**src/rtl/core/tfw_pkg.sv**
```systemverilog
// Shared types, constants and the identifier decoder for the tag frame walker.
package tfw_pkg;

   localparam int unsigned HEADER_BYTES = 10;
   localparam int unsigned FIELD_W      = 4;
   localparam int unsigned SIZE_W       = 29;
   localparam int unsigned KIND_W       = 3;

   localparam logic [FIELD_W-1:0] HEADER_LAST = FIELD_W'(HEADER_BYTES);
   localparam logic [FIELD_W-1:0] ID_BYTES    = 4'd4;
   localparam logic [FIELD_W-1:0] SIZE_BYTES  = 4'd4;
   localparam logic [FIELD_W-1:0] FLAG_BYTES  = 4'd2;

   localparam logic [7:0] MAX_FRAMES_RESET = 8'd6;
   localparam logic [7:0] FRAMES_SAT       = 8'd255;

   typedef enum logic [2:0] {
      PH_HEADER,
      PH_ID,
      PH_SIZE,
      PH_FLAGS,
      PH_BODY,
      PH_DONE
   } phase_type;

   localparam phase_type RESTART_PHASE = (HEADER_BYTES > 0) ? PH_HEADER : PH_ID;

   localparam logic [KIND_W-1:0] KIND_TITLE   = 3'd0;
   localparam logic [KIND_W-1:0] KIND_ARTIST  = 3'd1;
   localparam logic [KIND_W-1:0] KIND_ALBUM   = 3'd2;
   localparam logic [KIND_W-1:0] KIND_YEAR    = 3'd3;
   localparam logic [KIND_W-1:0] KIND_GENRE   = 3'd4;
   localparam logic [KIND_W-1:0] KIND_COMMENT = 3'd5;
   localparam logic [KIND_W-1:0] KIND_UNKNOWN = 3'd7;

   localparam logic [31:0] ID_TIT2 = "TIT2";
   localparam logic [31:0] ID_TPE1 = "TPE1";
   localparam logic [31:0] ID_TALB = "TALB";
   localparam logic [31:0] ID_TDRC = "TDRC";
   localparam logic [31:0] ID_TYER = "TYER";
   localparam logic [31:0] ID_TCON = "TCON";
   localparam logic [31:0] ID_COMM = "COMM";

   typedef struct packed {
      logic [7:0] data_byte;
      logic       file_start;
   } req_type;

   typedef struct packed {
      logic [KIND_W-1:0] frame_kind;
      logic [7:0]        text_byte;
      logic              text_ended;
      logic              last_of_frame;
   } rsp_type;

   // One result of a parse step, travels from the parser to the output stage.
   typedef struct packed {
      logic    valid;
      rsp_type data;
   } emit_type;

   function automatic logic [KIND_W-1:0] kind_of(input logic [31:0] ident);
      logic [KIND_W-1:0] kind;
      kind = KIND_UNKNOWN;
      case (ident)
         ID_TIT2: kind = KIND_TITLE;
         ID_TPE1: kind = KIND_ARTIST;
         ID_TALB: kind = KIND_ALBUM;
         ID_TDRC: kind = KIND_YEAR;
         ID_TYER: kind = KIND_YEAR;
         ID_TCON: kind = KIND_GENRE;
         ID_COMM: kind = KIND_COMMENT;
         default: kind = KIND_UNKNOWN;
      endcase
      return kind;
   endfunction

endpackage

```
**src/rtl/core/tag_frame_walker.sv**
```systemverilog
// Top level of the tag frame walker: byte stream in, text frame bytes out.
//
//   Channel   Direction  Handshake              Carries
//   req_      in         req_valid/req_ready    req_payload: data_byte, file_start
//   rsp_      out        rsp_valid/rsp_ready    rsp_payload: frame_kind, text_byte,
//                                               text_ended, last_of_frame
//   csr_      in         csr_wr_en              csr_wr_data: max_frames
//
// One byte per cycle while req_ready is high: each byte is parsed in the cycle it
// is accepted; any result appears on rsp_ the next cycle from the result register.
// req_ready stays high while the result register is empty or is being drained.
// A full result register under a stalled consumer holds every input byte, text
// or not, until the consumer takes the waiting transaction.
// Reset is synchronous; it clears the parse state, empties the result register
// and sets max_frames to 6.
module tag_frame_walker (
   input  logic                clock,
   input  logic                reset,

   input  logic                req_valid,
   output logic                req_ready,
   input  tfw_pkg::req_type    req_payload,

   output logic                rsp_valid,
   input  logic                rsp_ready,
   output tfw_pkg::rsp_type    rsp_payload,

   input  logic                csr_wr_en,
   input  logic [7:0]          csr_wr_data
);

   logic [7:0]        max_frames_ff;
   logic              step;
   logic              space;
   tfw_pkg::emit_type emit;

   // frame limit register; a new value applies at the next frame boundary
   always_ff @(posedge clock) begin
      if (reset) begin
         max_frames_ff <= tfw_pkg::MAX_FRAMES_RESET;
      end else if (csr_wr_en) begin
         max_frames_ff <= csr_wr_data;
      end
   end

   // accept whenever the result register can take what this byte produces
   assign req_ready = space;
   assign step      = req_valid && req_ready;

   tfw_parser u_parser (
      .clock      (clock),
      .reset      (reset),
      .step       (step),
      .req_data   (req_payload),
      .max_frames (max_frames_ff),
      .emit       (emit)
   );

   // load only on an accepted byte that yields text
   tfw_out_stage u_out (
      .clock       (clock),
      .reset       (reset),
      .load        (step && emit.valid),
      .load_data   (emit.data),
      .space       (space),
      .rsp_valid   (rsp_valid),
      .rsp_ready   (rsp_ready),
      .rsp_payload (rsp_payload)
   );

`ifndef SYNTHESIS
   // an empty result register never blocks the input
   a_ready_when_empty: assert property (@(posedge clock) disable iff (reset)
      !rsp_valid |-> req_ready)
      else $error("input stalled with an empty result register");

   // only known text frames produce transactions
   a_kind_known: assert property (@(posedge clock) disable iff (reset)
      rsp_valid |-> (rsp_payload.frame_kind <= tfw_pkg::KIND_COMMENT))
      else $error("result carries an unknown frame kind");

   // a zero text byte always marks the text as ended
   a_zero_marks_end: assert property (@(posedge clock) disable iff (reset)
      (rsp_valid && rsp_payload.text_byte == 8'd0) |-> rsp_payload.text_ended)
      else $error("zero text byte without text_ended");

   // an accepted text byte shows up as a result on the next cycle
   a_emit_lands: assert property (@(posedge clock) disable iff (reset)
      (step && emit.valid) |=> rsp_valid)
      else $error("accepted text byte did not reach the result register");
`endif

endmodule

```
**src/rtl/core/tfw_parser.sv**
```systemverilog
// Parse state registers and the combinational next-state and result logic.
module tfw_parser (
   input  logic                clock,
   input  logic                reset,
   input  logic                step,
   input  tfw_pkg::req_type    req_data,
   input  logic [7:0]          max_frames,
   output tfw_pkg::emit_type   emit
);

   tfw_pkg::phase_type               phase_ff, phase_in, phase_cur;
   logic [tfw_pkg::FIELD_W-1:0]      count_ff, count_in, count_cur, count_inc;
   logic [31:0]                      ident_ff, ident_in, ident_cur;
   logic [tfw_pkg::SIZE_W-1:0]       size_ff, size_in, size_cur, size_part, size_new;
   logic [tfw_pkg::SIZE_W-1:0]       remain_ff, remain_in, remain_cur;
   logic [7:0]                       frames_ff, frames_in, frames_cur;
   logic [tfw_pkg::KIND_W-1:0]       kind_ff, kind_in, kind_cur;
   logic                             zero_ff, zero_in, zero_cur;
   logic [7:0]                       byte_val;
   logic                             is_encoding, is_last, zero_now;

   assign byte_val = req_data.data_byte;

   always_comb begin
      // restart on a file start byte, which is then parsed as the first byte
      if (req_data.file_start) begin
         phase_cur  = tfw_pkg::RESTART_PHASE;
         count_cur  = '0;
         ident_cur  = '0;
         size_cur   = '0;
         remain_cur = '0;
         frames_cur = '0;
         kind_cur   = tfw_pkg::KIND_UNKNOWN;
         zero_cur   = 1'b0;
      end else begin
         phase_cur  = phase_ff;
         count_cur  = count_ff;
         ident_cur  = ident_ff;
         size_cur   = size_ff;
         remain_cur = remain_ff;
         frames_cur = frames_ff;
         kind_cur   = kind_ff;
         zero_cur   = zero_ff;
      end

      count_inc = count_cur + 1'b1;

      // size bytes land at bit 21, 14, 7, 0; bit 7 of each lower byte overlaps unmasked
      case (count_cur[1:0])
         2'd0:    size_part = {byte_val, 21'd0};
         2'd1:    size_part = {7'd0, byte_val, 14'd0};
         2'd2:    size_part = {14'd0, byte_val, 7'd0};
         default: size_part = {21'd0, byte_val};
      endcase
      size_new = size_cur | size_part;

      is_encoding = (remain_cur == size_cur);
      is_last     = (remain_cur[tfw_pkg::SIZE_W-1:1] == '0);
      zero_now    = zero_cur | (byte_val == 8'd0);

      phase_in  = phase_cur;
      count_in  = count_cur;
      ident_in  = ident_cur;
      size_in   = size_cur;
      remain_in = remain_cur;
      frames_in = frames_cur;
      kind_in   = kind_cur;
      zero_in   = zero_cur;

      emit.valid              = 1'b0;
      emit.data.frame_kind    = kind_cur;
      emit.data.text_byte     = byte_val;
      emit.data.text_ended    = zero_now;
      emit.data.last_of_frame = is_last;

      unique case (phase_cur)
         tfw_pkg::PH_HEADER: begin
            count_in = count_inc;
            if (count_inc >= tfw_pkg::HEADER_LAST) begin
               phase_in = tfw_pkg::PH_ID;
               count_in = '0;
            end
         end
         tfw_pkg::PH_ID: begin
            if (count_cur == '0 && frames_cur >= max_frames) begin
               phase_in = tfw_pkg::PH_DONE;
            end else begin
               ident_in = {ident_cur[23:0], byte_val};
               count_in = count_inc;
               if (count_inc >= tfw_pkg::ID_BYTES) begin
                  phase_in = tfw_pkg::PH_SIZE;
                  count_in = '0;
                  size_in  = '0;
               end
            end
         end
         tfw_pkg::PH_SIZE: begin
            size_in  = size_new;
            count_in = count_inc;
            if (count_inc >= tfw_pkg::SIZE_BYTES) begin
               count_in = '0;
               if (size_new == '0) begin
                  phase_in = tfw_pkg::PH_DONE;
               end else begin
                  phase_in = tfw_pkg::PH_FLAGS;
                  kind_in  = tfw_pkg::kind_of(ident_cur);
                  zero_in  = 1'b0;
               end
            end
         end
         tfw_pkg::PH_FLAGS: begin
            count_in = count_inc;
            if (count_inc >= tfw_pkg::FLAG_BYTES) begin
               count_in  = '0;
               phase_in  = tfw_pkg::PH_BODY;
               remain_in = size_cur;
            end
         end
         tfw_pkg::PH_BODY: begin
            // drop the encoding byte and every byte of an unknown frame
            if (!is_encoding && kind_cur != tfw_pkg::KIND_UNKNOWN) begin
               emit.valid = 1'b1;
               zero_in    = zero_now;
            end
            if (is_last) begin
               remain_in = '0;
               if (frames_cur < tfw_pkg::FRAMES_SAT) begin
                  frames_in = frames_cur + 1'b1;
               end
               phase_in = tfw_pkg::PH_ID;
               count_in = '0;
               ident_in = '0;
            end else begin
               remain_in = remain_cur - 1'b1;
            end
         end
         default: begin
         end
      endcase
   end

   always_ff @(posedge clock) begin
      if (reset) begin
         phase_ff  <= tfw_pkg::RESTART_PHASE;
         count_ff  <= '0;
         ident_ff  <= '0;
         size_ff   <= '0;
         remain_ff <= '0;
         frames_ff <= '0;
         kind_ff   <= tfw_pkg::KIND_UNKNOWN;
         zero_ff   <= 1'b0;
      end else if (step) begin
         phase_ff  <= phase_in;
         count_ff  <= count_in;
         ident_ff  <= ident_in;
         size_ff   <= size_in;
         remain_ff <= remain_in;
         frames_ff <= frames_in;
         kind_ff   <= kind_in;
         zero_ff   <= zero_in;
      end
   end

endmodule

```
**src/rtl/core/tfw_out_stage.sv**
```systemverilog
// Result register that holds one transaction until the consumer takes it.
module tfw_out_stage (
   input  logic                clock,
   input  logic                reset,
   input  logic                load,
   input  tfw_pkg::rsp_type    load_data,
   output logic                space,
   output logic                rsp_valid,
   input  logic                rsp_ready,
   output tfw_pkg::rsp_type    rsp_payload
);

   logic             valid_ff, valid_in;
   tfw_pkg::rsp_type data_ff;

   assign space       = !valid_ff || rsp_ready;
   assign rsp_valid   = valid_ff;
   assign rsp_payload = data_ff;

   always_comb begin
      valid_in = valid_ff;
      if (valid_ff && rsp_ready) begin
         valid_in = 1'b0;
      end
      if (load) begin
         valid_in = 1'b1;
      end
   end

   always_ff @(posedge clock) begin
      if (reset) begin
         valid_ff <= 1'b0;
      end else begin
         valid_ff <= valid_in;
      end
   end

   always_ff @(posedge clock) begin
      if (load) begin
         data_ff <= load_data;
      end
   end

endmodule

```
**config.mk**
```make
export PLATFORM = sky130hd
export DESIGN_NAME = tag_frame_walker
export DESIGN_NICKNAME = d
export VERILOG_FILES = /design/src/rtl/core/tfw_pkg.sv /design/src/rtl/core/tag_frame_walker.sv /design/src/rtl/core/tfw_parser.sv /design/src/rtl/core/tfw_out_stage.sv
export SDC_FILE = /design/constraint.sdc
export NUM_CORES = 1
export LEC_CHECK = 0
export ABC_AREA = 1
export ABC_CLOCK_PERIOD_IN_PS = 2500
export CAP_MARGIN = 20
export CORE_MARGIN = 2
export CORE_UTILIZATION = 46
export DETAILED_ROUTE_END_ITERATION = 16
export DONT_BUFFER_PORTS = 1
export PLACE_DENSITY = 0.65
export SLEW_MARGIN = 30
export SYNTH_ARGS = -nofsm -noshare
export SYNTH_HDL_FRONTEND = slang
export SYNTH_SLANG_ARGS = --single-unit
```
**constraint.sdc**
```tcl
create_clock -name clock -period 2.5 [get_ports clock]
set_input_delay 0.25 -clock clock [delete_from_list [all_inputs] [get_ports clock]]
set_output_delay 0.25 -clock clock [all_outputs]
set_load 0.05 [all_outputs]
```
==> impl_metrics.env <==
export IMPL_status="complete, no violations"
export IMPL_synth_top_area_share_pct=23.4
export IMPL_busiest_layer="met2"
export IMPL_tightest_slew_ns=0.545
export IMPL_die_w_um=152
export IMPL_synth_edf_count=13
export IMPL_cts_setup_buffers=0
export IMPL_final_util_pct=51.6
export IMPL_fillCellCount=2227
export IMPL_crit_required_ns=2.61
export IMPL_grt_setup_unrepaired="false"
export IMPL_fin_nets=1749
export IMPL_power_density_nw_per_um2=529
export IMPL_portBuffers=0
export IMPL_synthFlopType="dfxtp_1"
export IMPL_reg2reg_slack_ns=0.20
export IMPL_use_met2_pct=49.6
export IMPL_synth_compound_area_share_pct=20.6
export IMPL_synth_area_leaders="dfxtp_1 23%, nand2_1 15%, a21oi_1 8.6%, nor2_1 8.4%, inv_1 8.1%"
export IMPL_cts_max_level=4
export IMPL_ir_worst_vdd_v=0.000366
export IMPL_skew_ns=0.0123
export IMPL_gr_usage_met3_pct=5.48
export IMPL_tritoncts="yes"
export IMPL_tns_ns=0
export IMPL_setup_violations=0
export IMPL_synth_distinct_cells=44
export IMPL_cts_resized=0
export IMPL_grt_pass1_wl_mm=56.1
export IMPL_synth_seq_cells=131
export IMPL_cts_buffer_depth=2
export IMPL_die_area_sq_um=23100
export IMPL_postRouteAntennaNets=0
export IMPL_p_leak_nw=4.88
export IMPL_first_pass_iters=5
export IMPL_path_cells="inv_1, nor2_1, o21ai_0, nor2_1, nand3_1, nor2_1, nand2_1, nand2_1, inv_1"
export IMPL_fp_row_count=54
export IMPL_synthTopCellsByCount="413 x nand2_1, 227 x nor2_1, 219 x inv_1, 173 x a21oi_1, 122 x o21ai_0"
export IMPL_maxSlewViolCount=0
export IMPL_synth_top_cell_by_area="dfxtp_1"
export IMPL_dp_hpwl_mm=24.1
export IMPL_wl_per_cell_um=17.4
export IMPL_netlist_area_sq_um=10100
export IMPL_hp_start="csr_wr_data[7]"
export IMPL_fmax_ghz=0.435
export IMPL_hold_end="max_frames_ff[7]$_SDFFE_PP0P_"
export IMPL_dieHeight_um=152
export IMPL_drtIter0Drc=1087
export IMPL_crit_path_max_fanout=13
export IMPL_crit_top_cell="nor2_1"
export IMPL_cp_slowest_cell="nor2_1"
export IMPL_synth_most_common_cell="nand2_1"
export IMPL_multi_input_area_sq_um=6000
export IMPL_max_cap_viol_count=0
export IMPL_syn_to_final_growth_pct=10.8
export IMPL_start_util_pct=46.5
export IMPL_r2r_start="u_parser.size_ff[18]$_SDFFE_PP0P_"
export IMPL_vias_per_cell=5.76
export IMPL_avgSynthCellArea_sq_um=5.87
export IMPL_synth_top_family_by_area="simple AND/OR/NAND/NOR gates"
export IMPL_antenna_found_initial=0
export IMPL_grt_util_met1_pct=37.4
export IMPL_place_inst=1964
export IMPL_p_total_mw=5.92
export IMPL_max_slew_margin_rel_pct=63.5
export IMPL_synth_xor_xnor_area_share_pct=0.0868
export IMPL_fin_crit_sh_pct=91.9
export IMPL_gp_congestion=0.967
export IMPL_root_buffer="clkbuf_16"
export IMPL_startpoint_type="flop"
export IMPL_drt_total_wl_mm=35.1
export IMPL_setup_worst_path_class="reg -> reg"
export IMPL_yosys_area_share_simple_pct=37.3
export IMPL_clk_pin_slew_worst_paths_ns=0.07
export IMPL_final_cells=2011
export IMPL_insertion_delay_ns=0.44
export IMPL_clock_sinks=131
export IMPL_layout_min_cycle_time_ns=2.30
export IMPL_grt_max_degree=99
export IMPL_synth_warnings=0
export IMPL_holdPathStages=2
export IMPL_synthAdderAreaFrac_pct=1.24
export IMPL_via_count=11600
export IMPL_r2r_end="u_out.rsp_payload[4]$_DFFE_PP_"
export IMPL_ios=37
export IMPL_cts_hold_buf=14
export IMPL_synthMuxAreaShare_pct=0
export IMPL_synth_seq_area_share_pct=27.3
export IMPL_hold_class="in -> reg"
export IMPL_whs_ns=0.0127
export IMPL_syn_nets=1750
export IMPL_drive_above_1_share_pct=8.44
export IMPL_synthArstFlopShare_pct=0
export IMPL_hold_viol=0
export IMPL_cp_arrival_ns=2.40
export IMPL_worst_setup_path_end_kind="flop"
export IMPL_core_area_sq_um=21700
export IMPL_grt_overflow_total=0
export IMPL_r2r_cells=9
export IMPL_grtUsageTotal_pct=29.9
export IMPL_grt_pass1_vias=10700
export IMPL_register_area_sq_um=2750
export IMPL_cpPeakStageDelay_ns=0.35
export IMPL_drc=0
export IMPL_syn_inst=1718
export IMPL_cts_buffers=17
how the worst max path moves through the flow:
stage / start / to / slack [ns] / cells after the start
floorplan: req_payload[0] / u_parser.ident_ff[10]$_SDFFE_PP0P_ / 0.0005 / 20
global placement: req_payload[0] / u_parser.remain_ff[22]$_SDFFE_PP0P_ / 0.23 / 15
detailed placement: req_payload[0] / u_parser.remain_ff[28]$_SDFFE_PP0P_ / 0.19 / 14
CTS: u_parser.size_ff[18]$_SDFFE_PP0P_ / u_out.rsp_payload[4]$_DFFE_PP_ / 0.24 / 9
global route: u_parser.remain_ff[27]$_SDFFE_PP0P_ / u_parser.remain_ff[3]$_SDFFE_PP0P_ / 0.06 / 13
finish: u_parser.size_ff[18]$_SDFFE_PP0P_ / u_out.rsp_payload[4]$_DFFE_PP_ / 0.20 / 9
state kept, by name, summed over array words and instances (netlist names):
name / cells
u_parser.size_ff: 29
u_parser.phase_ff: 3
u_parser.ident_ff: 32
u_parser.count_ff: 4
u_parser.zero_ff: 1
u_parser.frames_ff: 8
u_parser.remain_ff: 29
max_frames_ff: 8
u_out.rsp_valid: 1
u_out.rsp_payload: 13
u_parser.kind_ff: 3
layer usage:
metal / share of wire (%) / wire, um
met5: 0 / 0
met4: 4.8 / 1680
met3: 6.4 / 2240
met2: 47 / 16400
met1: 42 / 14800
worst max-delay path, delay by kind of cell (launching register included):
family          cells  cell delay, ns
simple gates        6            1.22
buf+inv             2            0.29
compound gates      1            0.14
flops               1            0.31
per-stage QoR:
step	cell area (sq um)	worst slack (ns)
6_report	11200	0.203
5_1_grt	11200	0.0594
4_1_cts	11200	0.237
3_5_place_dp	10500	0.190
3_3_place_gp	10500	0.229
2_1_floorplan	10100	0.000517
where the power goes:
part           internal, mW  switching [mW]
combinational         0.368           0.803
sequential             2.22          0.0638
clock                  1.37            1.09
kinds of logic after synthesis:
| family | Yosys count |
|---|---|
| AOI/OAI and AO/OA | 388 |
| adders and majority gates | 10 |
| xor gates and xnor gates | 1 |
| and+or+nand+nor | 868 |
| DFF | 131 |
| buffers and inverters | 320 |
cell type report:
| cell class | count | share of cell area [%] |
|---|---|---|
| antenna | 1 | 0.0224 |
| clock buffer | 17 | 3.80 |
| multi-input combinational | 1267 | 53.6 |
| inverter | 230 | 7.79 |
| clock inverter | 15 | 1.19 |
| tap | 280 | 3.13 |
| sequential | 131 | 24.6 |
| timing repair buffer | 70 | 5.84 |
cell usage in the layout (no fill, tap or decap), types with 8 or more instances in the layout:
cell,count
nor2_1,226
edfxtp_1,13
nor2_2,10
o21ai_1,31
dlygate4sd3_1,13
nand2_2,16
a21oi_1,173
nand4_1,61
nand2_1,412
ha_1,10
a31oi_1,15
a211oi_1,17
a221oi_1,8
nor3_1,26
dfxtp_1,118
clkbuf_16,17
inv_1,218
nand3_1,95
buf_4,50
o21ai_0,122
inv_2,10
(Power assumes the default switching activity.)
